## config.mk

```make
export PLATFORM = sky130hd
export DESIGN_NAME = sha256_hash_engine
export DESIGN_NICKNAME = d
export VERILOG_FILES = /design/src/sv/sha256_pkg.sv /design/src/sv/sha256_hash_engine.sv /design/src/sv/sha256_round.sv /design/src/sv/sha256_sched.sv
export SDC_FILE = /design/constraint.sdc
export NUM_CORES = 2
export LEC_CHECK = 0
export BUFFER_PORTS_ARGS = -buffer_cell sky130_fd_sc_hd__buf_4
export CAP_MARGIN = 20
export CORE_MARGIN = 2
export CORE_UTILIZATION = 32
export CTS_BUF_LIST = sky130_fd_sc_hd__clkbuf_16
export DETAILED_ROUTE_END_ITERATION = 8
export PLACE_DENSITY = 0.53
export SLEW_MARGIN = 20
export SYNTH_ARGS = -nofsm -noshare
export SYNTH_HDL_FRONTEND = slang
export SYNTH_SLANG_ARGS = --single-unit
```

## constraint.sdc

```tcl
create_clock -name clock -period 29.2 [get_ports clock]
set_clock_uncertainty 0.2 [all_clocks]
set_input_delay 4.38 -clock clock [delete_from_list [all_inputs] [get_ports clock]]
set_output_delay 4.38 -clock clock [all_outputs]
set_load 0.05 [all_outputs]
```

## src/sv/sha256_pkg.sv

```systemverilog
package sha256_pkg;

   localparam int WordWidth = 32;
   localparam int LenWidth = 61;
   localparam int RoundCount = 64;

   typedef enum logic [1:0] {
      FUNC_ABSORB  = 2'd0,
      FUNC_LOAD    = 2'd1,
      FUNC_RESTORE = 2'd2,
      FUNC_UNUSED  = 2'd3
   } func_type;

   typedef enum logic [2:0] {
      ST_IDLE,
      ST_PAD,
      ST_INIT,
      ST_ROUND,
      ST_FOLD,
      ST_EMIT
   } state_type;

   localparam logic [31:0] InitH [8] = '{
      32'h6a09e667, 32'hbb67ae85, 32'h3c6ef372, 32'ha54ff53a,
      32'h510e527f, 32'h9b05688c, 32'h1f83d9ab, 32'h5be0cd19
   };

   localparam logic [31:0] RoundK [64] = '{
      32'h428a2f98, 32'h71374491, 32'hb5c0fbcf, 32'he9b5dba5,
      32'h3956c25b, 32'h59f111f1, 32'h923f82a4, 32'hab1c5ed5,
      32'hd807aa98, 32'h12835b01, 32'h243185be, 32'h550c7dc3,
      32'h72be5d74, 32'h80deb1fe, 32'h9bdc06a7, 32'hc19bf174,
      32'he49b69c1, 32'hefbe4786, 32'h0fc19dc6, 32'h240ca1cc,
      32'h2de92c6f, 32'h4a7484aa, 32'h5cb0a9dc, 32'h76f988da,
      32'h983e5152, 32'ha831c66d, 32'hb00327c8, 32'hbf597fc7,
      32'hc6e00bf3, 32'hd5a79147, 32'h06ca6351, 32'h14292967,
      32'h27b70a85, 32'h2e1b2138, 32'h4d2c6dfc, 32'h53380d13,
      32'h650a7354, 32'h766a0abb, 32'h81c2c92e, 32'h92722c85,
      32'ha2bfe8a1, 32'ha81a664b, 32'hc24b8b70, 32'hc76c51a3,
      32'hd192e819, 32'hd6990624, 32'hf40e3585, 32'h106aa070,
      32'h19a4c116, 32'h1e376c08, 32'h2748774c, 32'h34b0bcb5,
      32'h391c0cb3, 32'h4ed8aa4a, 32'h5b9cca4f, 32'h682e6ff3,
      32'h748f82ee, 32'h78a5636f, 32'h84c87814, 32'h8cc70208,
      32'h90befffa, 32'ha4506ceb, 32'hbef9a3f7, 32'hc67178f2
   };

   // Control from the sequencer to the round unit.
   typedef struct packed {
      logic       init;    // copy chaining words into the working words
      logic       round;   // run one compression round
      logic [5:0] rnd;     // round number
   } rnd_ctl_type;

   function automatic logic [31:0] rotr(input logic [31:0] x, input int n);
      rotr = (x >> n) | (x << (32 - n));
   endfunction

endpackage

```

## src/sv/sha256_hash_engine.sv

```systemverilog
// Flow: an absorb word that finishes a block starts a compression through the
// INIT, ROUND (64 rounds) and FOLD states. A final word brings padding, one or two
// compressions, then eight digest items. There is a single round unit, and new
// requests are taken only in the idle state, not while a block is padded,
// compressed or its digest is emitted.
// Synchronous active-high reset restores the initial chaining words and clears
// the byte count, block position and the length offset register.
module sha256_hash_engine (
   input  logic        clock,
   input  logic        reset,
   input  logic        req_tvalid,
   output logic        req_tready,
   // Fields from bit 0: data_word[31:0], byte_count[34:32], state_index[37:35].
   input  logic [39:0] req_tdata,
   // Fields from bit 0: func[1:0].
   input  logic [1:0]  req_tuser,
   input  logic        req_tlast,
   output logic        rsp_tvalid,
   input  logic        rsp_tready,
   // Fields from bit 0: digest_word[31:0], digest_index[34:32].
   output logic [39:0] rsp_tdata,
   output logic        rsp_tlast,
   input  logic        csr_psel,
   input  logic        csr_penable,
   input  logic        csr_pwrite,
   input  logic [2:0]  csr_paddr,
   input  logic [63:0] csr_pwdata,
   output logic [63:0] csr_prdata,
   output logic        csr_pready
);

   sha256_pkg::state_type   state_ff, state_in;
   sha256_pkg::rnd_ctl_type ctl;
   logic [31:0] chain_ff [8];
   logic [31:0] work [8];
   logic [31:0] w_word;
   logic [60:0] offset_ff;
   logic [60:0] absorbed_ff, absorbed_in;
   logic [3:0]  pos_ff;
   logic [5:0]  rnd_ff;
   logic [2:0]  emit_ff;
   // Padding bookkeeping for the message that is being finished.
   logic        pad_active_ff; // a final word was taken, padding is underway
   logic        pad_open_ff;   // opening pad word still to push
   logic        len_hi_ff;     // slot 14 of this block holds the upper length word
   logic        pad_done_ff;   // length words pushed, block is the final one
   logic [63:0] bits;
   logic        push;
   logic [31:0] push_word;
   logic        accept;
   logic        csr_wr;
   sha256_pkg::func_type func;
   logic [2:0]  cnt;

   assign func = sha256_pkg::func_type'(req_tuser);
   assign accept = req_tvalid && req_tready;
   assign csr_wr = csr_psel && csr_penable && csr_pwrite;
   assign csr_pready = 1'b1;
   assign csr_prdata = (csr_paddr[2] == 1'b0) ? {3'b000, offset_ff} : 64'd0;
   assign cnt = (req_tdata[34:32] > 3'd4) ? 3'd4 : req_tdata[34:32];
   assign bits = {offset_ff + absorbed_ff, 3'b000};

   always_ff @(posedge clock) begin
      if (reset) begin
         offset_ff <= '0;
      end else if (csr_wr && csr_paddr[2] == 1'b0) begin
         offset_ff <= csr_pwdata[60:0];
      end
   end

   // Next state. Any push into slot 15 fills the block and starts a compression.
   always_comb begin
      state_in = state_ff;
      unique case (state_ff)
         sha256_pkg::ST_IDLE: begin
            if (accept && func == sha256_pkg::FUNC_ABSORB) begin
               if (pos_ff == 4'd15) begin
                  state_in = sha256_pkg::ST_INIT;
               end else if (req_tlast) begin
                  state_in = sha256_pkg::ST_PAD;
               end
            end
         end
         sha256_pkg::ST_PAD: begin
            if (pos_ff == 4'd15) begin
               state_in = sha256_pkg::ST_INIT;
            end
         end
         sha256_pkg::ST_INIT:  state_in = sha256_pkg::ST_ROUND;
         sha256_pkg::ST_ROUND: begin
            if (rnd_ff == 6'd63) begin
               state_in = sha256_pkg::ST_FOLD;
            end
         end
         sha256_pkg::ST_FOLD: begin
            if (pad_done_ff) begin
               state_in = sha256_pkg::ST_EMIT;
            end else if (pad_active_ff) begin
               state_in = sha256_pkg::ST_PAD;
            end else begin
               state_in = sha256_pkg::ST_IDLE;
            end
         end
         sha256_pkg::ST_EMIT: begin
            if (rsp_tready && emit_ff == 3'd7) begin
               state_in = sha256_pkg::ST_IDLE;
            end
         end
         default: state_in = sha256_pkg::ST_IDLE;
      endcase
   end

   // Outputs.
   always_comb begin
      ctl.init = (state_ff == sha256_pkg::ST_INIT);
      ctl.round = (state_ff == sha256_pkg::ST_ROUND);
      ctl.rnd = rnd_ff;
      req_tready = (state_ff == sha256_pkg::ST_IDLE);
      rsp_tvalid = (state_ff == sha256_pkg::ST_EMIT);
      rsp_tdata = {5'd0, emit_ff, chain_ff[emit_ff]};
      rsp_tlast = (emit_ff == 3'd7);
      push = 1'b0;
      push_word = req_tdata[31:0];
      if (state_ff == sha256_pkg::ST_IDLE && accept &&
          func == sha256_pkg::FUNC_ABSORB) begin
         push = 1'b1;
         if (req_tlast) begin
            unique case (cnt)
               3'd0: push_word = 32'h80000000;
               3'd1: push_word = {req_tdata[31:24], 24'h800000};
               3'd2: push_word = {req_tdata[31:16], 16'h8000};
               3'd3: push_word = {req_tdata[31:8], 8'h80};
               default: push_word = req_tdata[31:0];
            endcase
         end
      end else if (state_ff == sha256_pkg::ST_PAD) begin
         // Once the opening pad word is in, the length takes slots 14 and 15.
         // If the opening word itself lands in slot 14 or 15, the block is
         // closed with zeros and the length goes into the next block.
         push = 1'b1;
         if (pad_open_ff) begin
            push_word = 32'h80000000;
         end else if (pos_ff == 4'd14) begin
            push_word = bits[63:32];
         end else if (pos_ff == 4'd15 && len_hi_ff) begin
            push_word = bits[31:0];
         end else begin
            push_word = 32'd0;
         end
      end
   end

   always_comb begin
      absorbed_in = absorbed_ff;
      if (state_ff == sha256_pkg::ST_IDLE && accept) begin
         if (func == sha256_pkg::FUNC_RESTORE) begin
            absorbed_in = '0;
         end else if (func == sha256_pkg::FUNC_ABSORB) begin
            absorbed_in = absorbed_ff + (req_tlast ? {58'd0, cnt} : 61'd4);
         end
      end else if (state_ff == sha256_pkg::ST_EMIT && rsp_tready && emit_ff == 3'd7) begin
         absorbed_in = '0;
      end
   end

   always_ff @(posedge clock) begin
      if (reset) begin
         state_ff <= sha256_pkg::ST_IDLE;
         chain_ff <= sha256_pkg::InitH;
         absorbed_ff <= '0;
         pos_ff <= '0;
         rnd_ff <= '0;
         emit_ff <= '0;
         pad_open_ff <= 1'b0;
         pad_done_ff <= 1'b0;
         pad_active_ff <= 1'b0;
         len_hi_ff <= 1'b0;
      end else begin
         state_ff <= state_in;
         absorbed_ff <= absorbed_in;
         if (push) begin
            pos_ff <= pos_ff + 4'd1;
         end
         if (state_ff == sha256_pkg::ST_IDLE && accept) begin
            unique case (func)
               sha256_pkg::FUNC_LOAD: chain_ff[req_tdata[37:35]] <= req_tdata[31:0];
               sha256_pkg::FUNC_RESTORE: begin
                  chain_ff <= sha256_pkg::InitH;
                  pos_ff <= '0;
               end
               sha256_pkg::FUNC_ABSORB: begin
                  if (req_tlast) begin
                     pad_active_ff <= 1'b1;
                     pad_open_ff <= (cnt == 3'd4);
                     pad_done_ff <= 1'b0;
                     len_hi_ff <= 1'b0;
                  end
               end
               default: ;
            endcase
         end
         if (state_ff == sha256_pkg::ST_PAD) begin
            pad_open_ff <= 1'b0;
            len_hi_ff <= !pad_open_ff && pos_ff == 4'd14;
            if (!pad_open_ff && pos_ff == 4'd15 && len_hi_ff) begin
               pad_done_ff <= 1'b1;
            end
         end
         if (state_ff == sha256_pkg::ST_ROUND) begin
            rnd_ff <= rnd_ff + 6'd1;
         end
         if (state_ff == sha256_pkg::ST_FOLD) begin
            for (int i = 0; i < 8; i++) begin
               chain_ff[i] <= chain_ff[i] + work[i];
            end
            if (pad_done_ff) begin
               pad_active_ff <= 1'b0;
            end
         end
         if (state_ff == sha256_pkg::ST_EMIT && rsp_tready) begin
            emit_ff <= emit_ff + 3'd1;
            if (emit_ff == 3'd7) begin
               chain_ff <= sha256_pkg::InitH;
               pad_done_ff <= 1'b0;
            end
         end
      end
   end

   sha256_sched u_sched (
      .clock     (clock),
      .push      (push),
      .push_pos  (pos_ff),
      .push_word (push_word),
      .round     (ctl.round),
      .rnd       (rnd_ff),
      .w_word    (w_word)
   );

   sha256_round u_round (
      .clock  (clock),
      .ctl    (ctl),
      .chain  (chain_ff),
      .w_word (w_word),
      .work   (work)
   );

endmodule

```

## src/sv/sha256_round.sv

```systemverilog
module sha256_round (
   input  logic                     clock,
   input  sha256_pkg::rnd_ctl_type  ctl,
   input  logic [31:0]              chain [8],
   input  logic [31:0]              w_word,
   output logic [31:0]              work [8]
);

   logic [31:0] v_ff [8];
   logic [31:0] v_in [8];
   logic [31:0] t1;
   logic [31:0] t2;
   logic [31:0] s1;
   logic [31:0] s0;
   logic [31:0] ch;
   logic [31:0] maj;

   always_comb begin
      s1 = sha256_pkg::rotr(v_ff[4], 6) ^ sha256_pkg::rotr(v_ff[4], 11)
         ^ sha256_pkg::rotr(v_ff[4], 25);
      ch = (v_ff[4] & v_ff[5]) ^ (~v_ff[4] & v_ff[6]);
      s0 = sha256_pkg::rotr(v_ff[0], 2) ^ sha256_pkg::rotr(v_ff[0], 13)
         ^ sha256_pkg::rotr(v_ff[0], 22);
      maj = (v_ff[0] & v_ff[1]) ^ (v_ff[0] & v_ff[2]) ^ (v_ff[1] & v_ff[2]);
      t1 = v_ff[7] + s1 + ch + sha256_pkg::RoundK[ctl.rnd] + w_word;
      t2 = s0 + maj;
      v_in = v_ff;
      if (ctl.init) begin
         v_in = chain;
      end else if (ctl.round) begin
         v_in[7] = v_ff[6];
         v_in[6] = v_ff[5];
         v_in[5] = v_ff[4];
         v_in[4] = v_ff[3] + t1;
         v_in[3] = v_ff[2];
         v_in[2] = v_ff[1];
         v_in[1] = v_ff[0];
         v_in[0] = t1 + t2;
      end
   end

   always_ff @(posedge clock) begin
      v_ff <= v_in;
   end

   assign work = v_ff;

endmodule

```

## src/sv/sha256_sched.sv

```systemverilog
module sha256_sched (
   input  logic        clock,
   input  logic        push,
   input  logic [3:0]  push_pos,
   input  logic [31:0] push_word,
   input  logic        round,
   input  logic [5:0]  rnd,
   output logic [31:0] w_word
);

   logic [31:0] win_ff [16];
   logic [31:0] s0;
   logic [31:0] s1;
   logic [31:0] x15;
   logic [31:0] x2;
   logic [31:0] ext;
   logic [3:0]  slot;

   always_comb begin
      slot = rnd[3:0];
      x15 = win_ff[slot + 4'd1];
      x2 = win_ff[slot + 4'd14];
      s0 = sha256_pkg::rotr(x15, 7) ^ sha256_pkg::rotr(x15, 18) ^ (x15 >> 3);
      s1 = sha256_pkg::rotr(x2, 17) ^ sha256_pkg::rotr(x2, 19) ^ (x2 >> 10);
      ext = win_ff[slot] + s0 + win_ff[slot + 4'd9] + s1;
      w_word = (rnd >= 6'd16) ? ext : win_ff[slot];
   end

   always_ff @(posedge clock) begin
      if (push) begin
         win_ff[push_pos] <= push_word;
      end else if (round) begin
         win_ff[slot] <= w_word;
      end
   end

endmodule

```

==> flow_summary.toml <==
[place]
hpwl_mm = 255
port_buffers = 208
placed_area_sq_mm = 0.0955
place_congestion = 0.957

[floorplanning]
num_io_pins = 225
start_util_pct = 32.2
dieArea_sq_mm = 0.285
die_h_um = 534
die_w_um = 534
core_sq_mm = 0.279
num_rows = 194

[timing]
finalHoldViolCount = 0
tightestPinTransition_ns = 1.24
period_share_pct = 52.1
rsz0062_at_grt = "false"
finalSetupTns_ns = 0
setup_viol = 0
relSlewSlack_pct = 17.3
fin_hold_ws_ns = 0.278
min_period_ns = 15.20
clock.fmax_mhz = 65.8
final_max_slew_viol_count = 0

[worst_setup_path]
cp_slowest_cell = "buf_4"
arrival_ns = 15.54
crit_path_start_kind = "register"
crit_fanout = 93
cp-end-kind = "register"
r2r_slack_ns = 14.00
max_stage_delay_ns = 0.91
reg2regPathDepth = 39
crit_required_ns = 29.54
critPathKind = "register to register"

[logic_synthesis]
ys_types = 107
postSynth.asyncResetShare_pct = 0
ys_top_cells_by_count = "894 x nand2_1, 881 x a21oi_1, 768 x edfxtp_1"
synth_area_sq_mm = 0.0898
syn-mean-instance-area_sq_um = 10.4
ys_top_cells_by_area = "edfxtp_1 26%, mux4_2 14%, dfxtp_1 9.0%"
synth_edf_count = 768
syn-instance-count = 8624
yosys.area.top_type_share_pct = 25.7
yosysWarnings = 0
synth_top_area_cell = "edfxtp_1"
yosys.cell_count.top_type = "nand2_1"
synth-seq-cells = 1170
synth_flop_cell = "edfxtp_1"
synth_seq_area_share_pct = 34.6

[clock_tree]
numCtsBuffers = 152
cts_tree = "built"
cts-htree-levels = 4
cts_max_path_buffers = 4
cts_sinks = 1170
cts_root_buf = "clkbuf_16"
cts_resized = 0
cts_hold_buf = 0
clkLatencyLatePin_ns = 0.85
cts_setup_buffers = 0
path_clk_slew_ns = 0.07

[detailed_routing]
first_pass_iters = 7
postRouteAntennaNets = 0
post_drt_wl_per_cell_um = 28.1
drt-total-wl_mm = 350
drc = 0
first_iter_violations = 7841
vias_per_cell = 5.90
num_vias = 73343

[layout]
fillers = 27715
drive_gt1_share_pct = 16.9
syn_to_final_growth_pct = 11.5
fin_nets = 9386
fin_area_sq_mm = 0.100

[global_routing]
grt_pass1_wl_mm = 503
grtUsageMet2_pct = 38.1
grt_pass1_vias = 71471
grt_usage_pct = 23.9
grt_start_max_net_pins = 145
grt.busiest_layer = "met2"
grt_overflow_total = 0
grt_antenna_before_repair = 33
met1_usage_pct = 32.3
use_met3_pct = 3.36

[hold_path]
min_path_type = "register to register"
holdPathStages = 2

[job]
maxCapViolations = 0

[outcome]
status = "completed"
-- sequential cells by signal, summed over array words and instances, names as in the netlist, named ones only --
signal and count:
len_hi_ff 1, offset_ff 61, chain_ff 256, absorbed_ff 61
pad_active_ff 1, u_sched.win_ff 512, rnd_ff 6, pos_ff 4
pad_open_ff 1, pad_done_ff 1, state_ff 3, emit_ff 3
u_round.work 256
-- metrics by stage --
step	setup WS [ns]	util, %	instances
2_1_floorplan	13.55	-	8631
3_3_place_gp	14.39	34.2	12165
3_5_place_dp	14.24	34.2	12167
4_1_cts	14.20	35.8	12429
5_1_grt	13.31	35.9	12435
6_report	14.00	35.9	12439
-- worst paths after layout --
kind,from,end
worst max register to register,rnd_ff[0]$_SDFFE_PP0P_,u_round.work[255]$_DFFE_PP_
worst min-delay path,offset_ff[5]$_SDFFE_PP0P_,offset_ff[5]$_SDFFE_PP0P_
worst max-delay path,rnd_ff[0]$_SDFFE_PP0P_,u_round.work[255]$_DFFE_PP_
worst min register to register,offset_ff[5]$_SDFFE_PP0P_,offset_ff[5]$_SDFFE_PP0P_
-- cell usage in the layout, fill, tap and decap left out, drive strengths merged, types with 16 or more instances in the layout --
cell and n:
a211o 20, a211oi 45, a21boi 24, a21o 215, a21oi 884, a221oi 17
a31oi 67, and2 33, and3 54, buf 358, clkbuf 155, clkinv 50
dfxtp 402, edfxtp 768, fa 197, ha 474, inv 409, maj3 18
mux2 234, mux2i 96, mux4 575, nand2 895, nand2b 78, nand3 100
nand4 41, nor2 486, nor2b 110, nor3 83, o211ai 87, o21a 54
o21ai 577, o21bai 62, o22ai 43, o311ai 16, o31ai 46, or2 20
or3 35, xnor2 383, xor2 288
-- final cells by class --
| class | instances | area (sq um) | share of cell area (%) |
|---|---|---|---|
| Inverter | 365 | 1370 | 1.37 |
| Clock inverter | 107 | 691 | 0.690 |
| Timing Repair Buffer | 358 | 2820 | 2.81 |
| Sequential cell | 1170 | 31100 | 31.1 |
| Antenna cell | 9 | 22.5 | 0.0225 |
| Clock buffer | 155 | 3880 | 3.87 |
| Multi-Input combinational cell | 6551 | 55600 | 55.5 |
| Tap cell | 3724 | 4660 | 4.65 |
-- worst max-delay path, delay by kind of cell (launching register included) --
kind            cells  cell delay [ns]
compound gates     16             4.78
fa+ha+maj           7             3.11
buf+inv             4             2.09
xor+xnor            6             2.00
mux                 2             1.18
flops               1             0.63
simple gates        4             0.60
-- routing by layer --
| metal | vias to the layer above | routed length [um] |
|---|---|---|
| met1 | 36977 | 145000 |
| met3 | 680 | 28400 |
| met2 | 3693 | 160000 |
| met5 | - | 28 |
| met4 | 4 | 16200 |
| li1 | 31989 | - |
-- logic make-up after synthesis --
group                    after synthesis  share of synthesized area (%)
AO/OA/AOI/OAI                       2291                           15.3
XOR/XNOR                             673                           6.63
adder cells (fa/ha/maj)              689                           11.2
buffers and inverters                910                           3.90
flip-flops                          1170                           34.6
multiplexers                         905                           18.4
other                                  2                        0.00836
AND/OR/NAND/NOR                     1984                           9.83
Power is left out: the tool's default activity adds up to more than one toggle a clock period on the data nets, which glitch-free logic cannot reach.
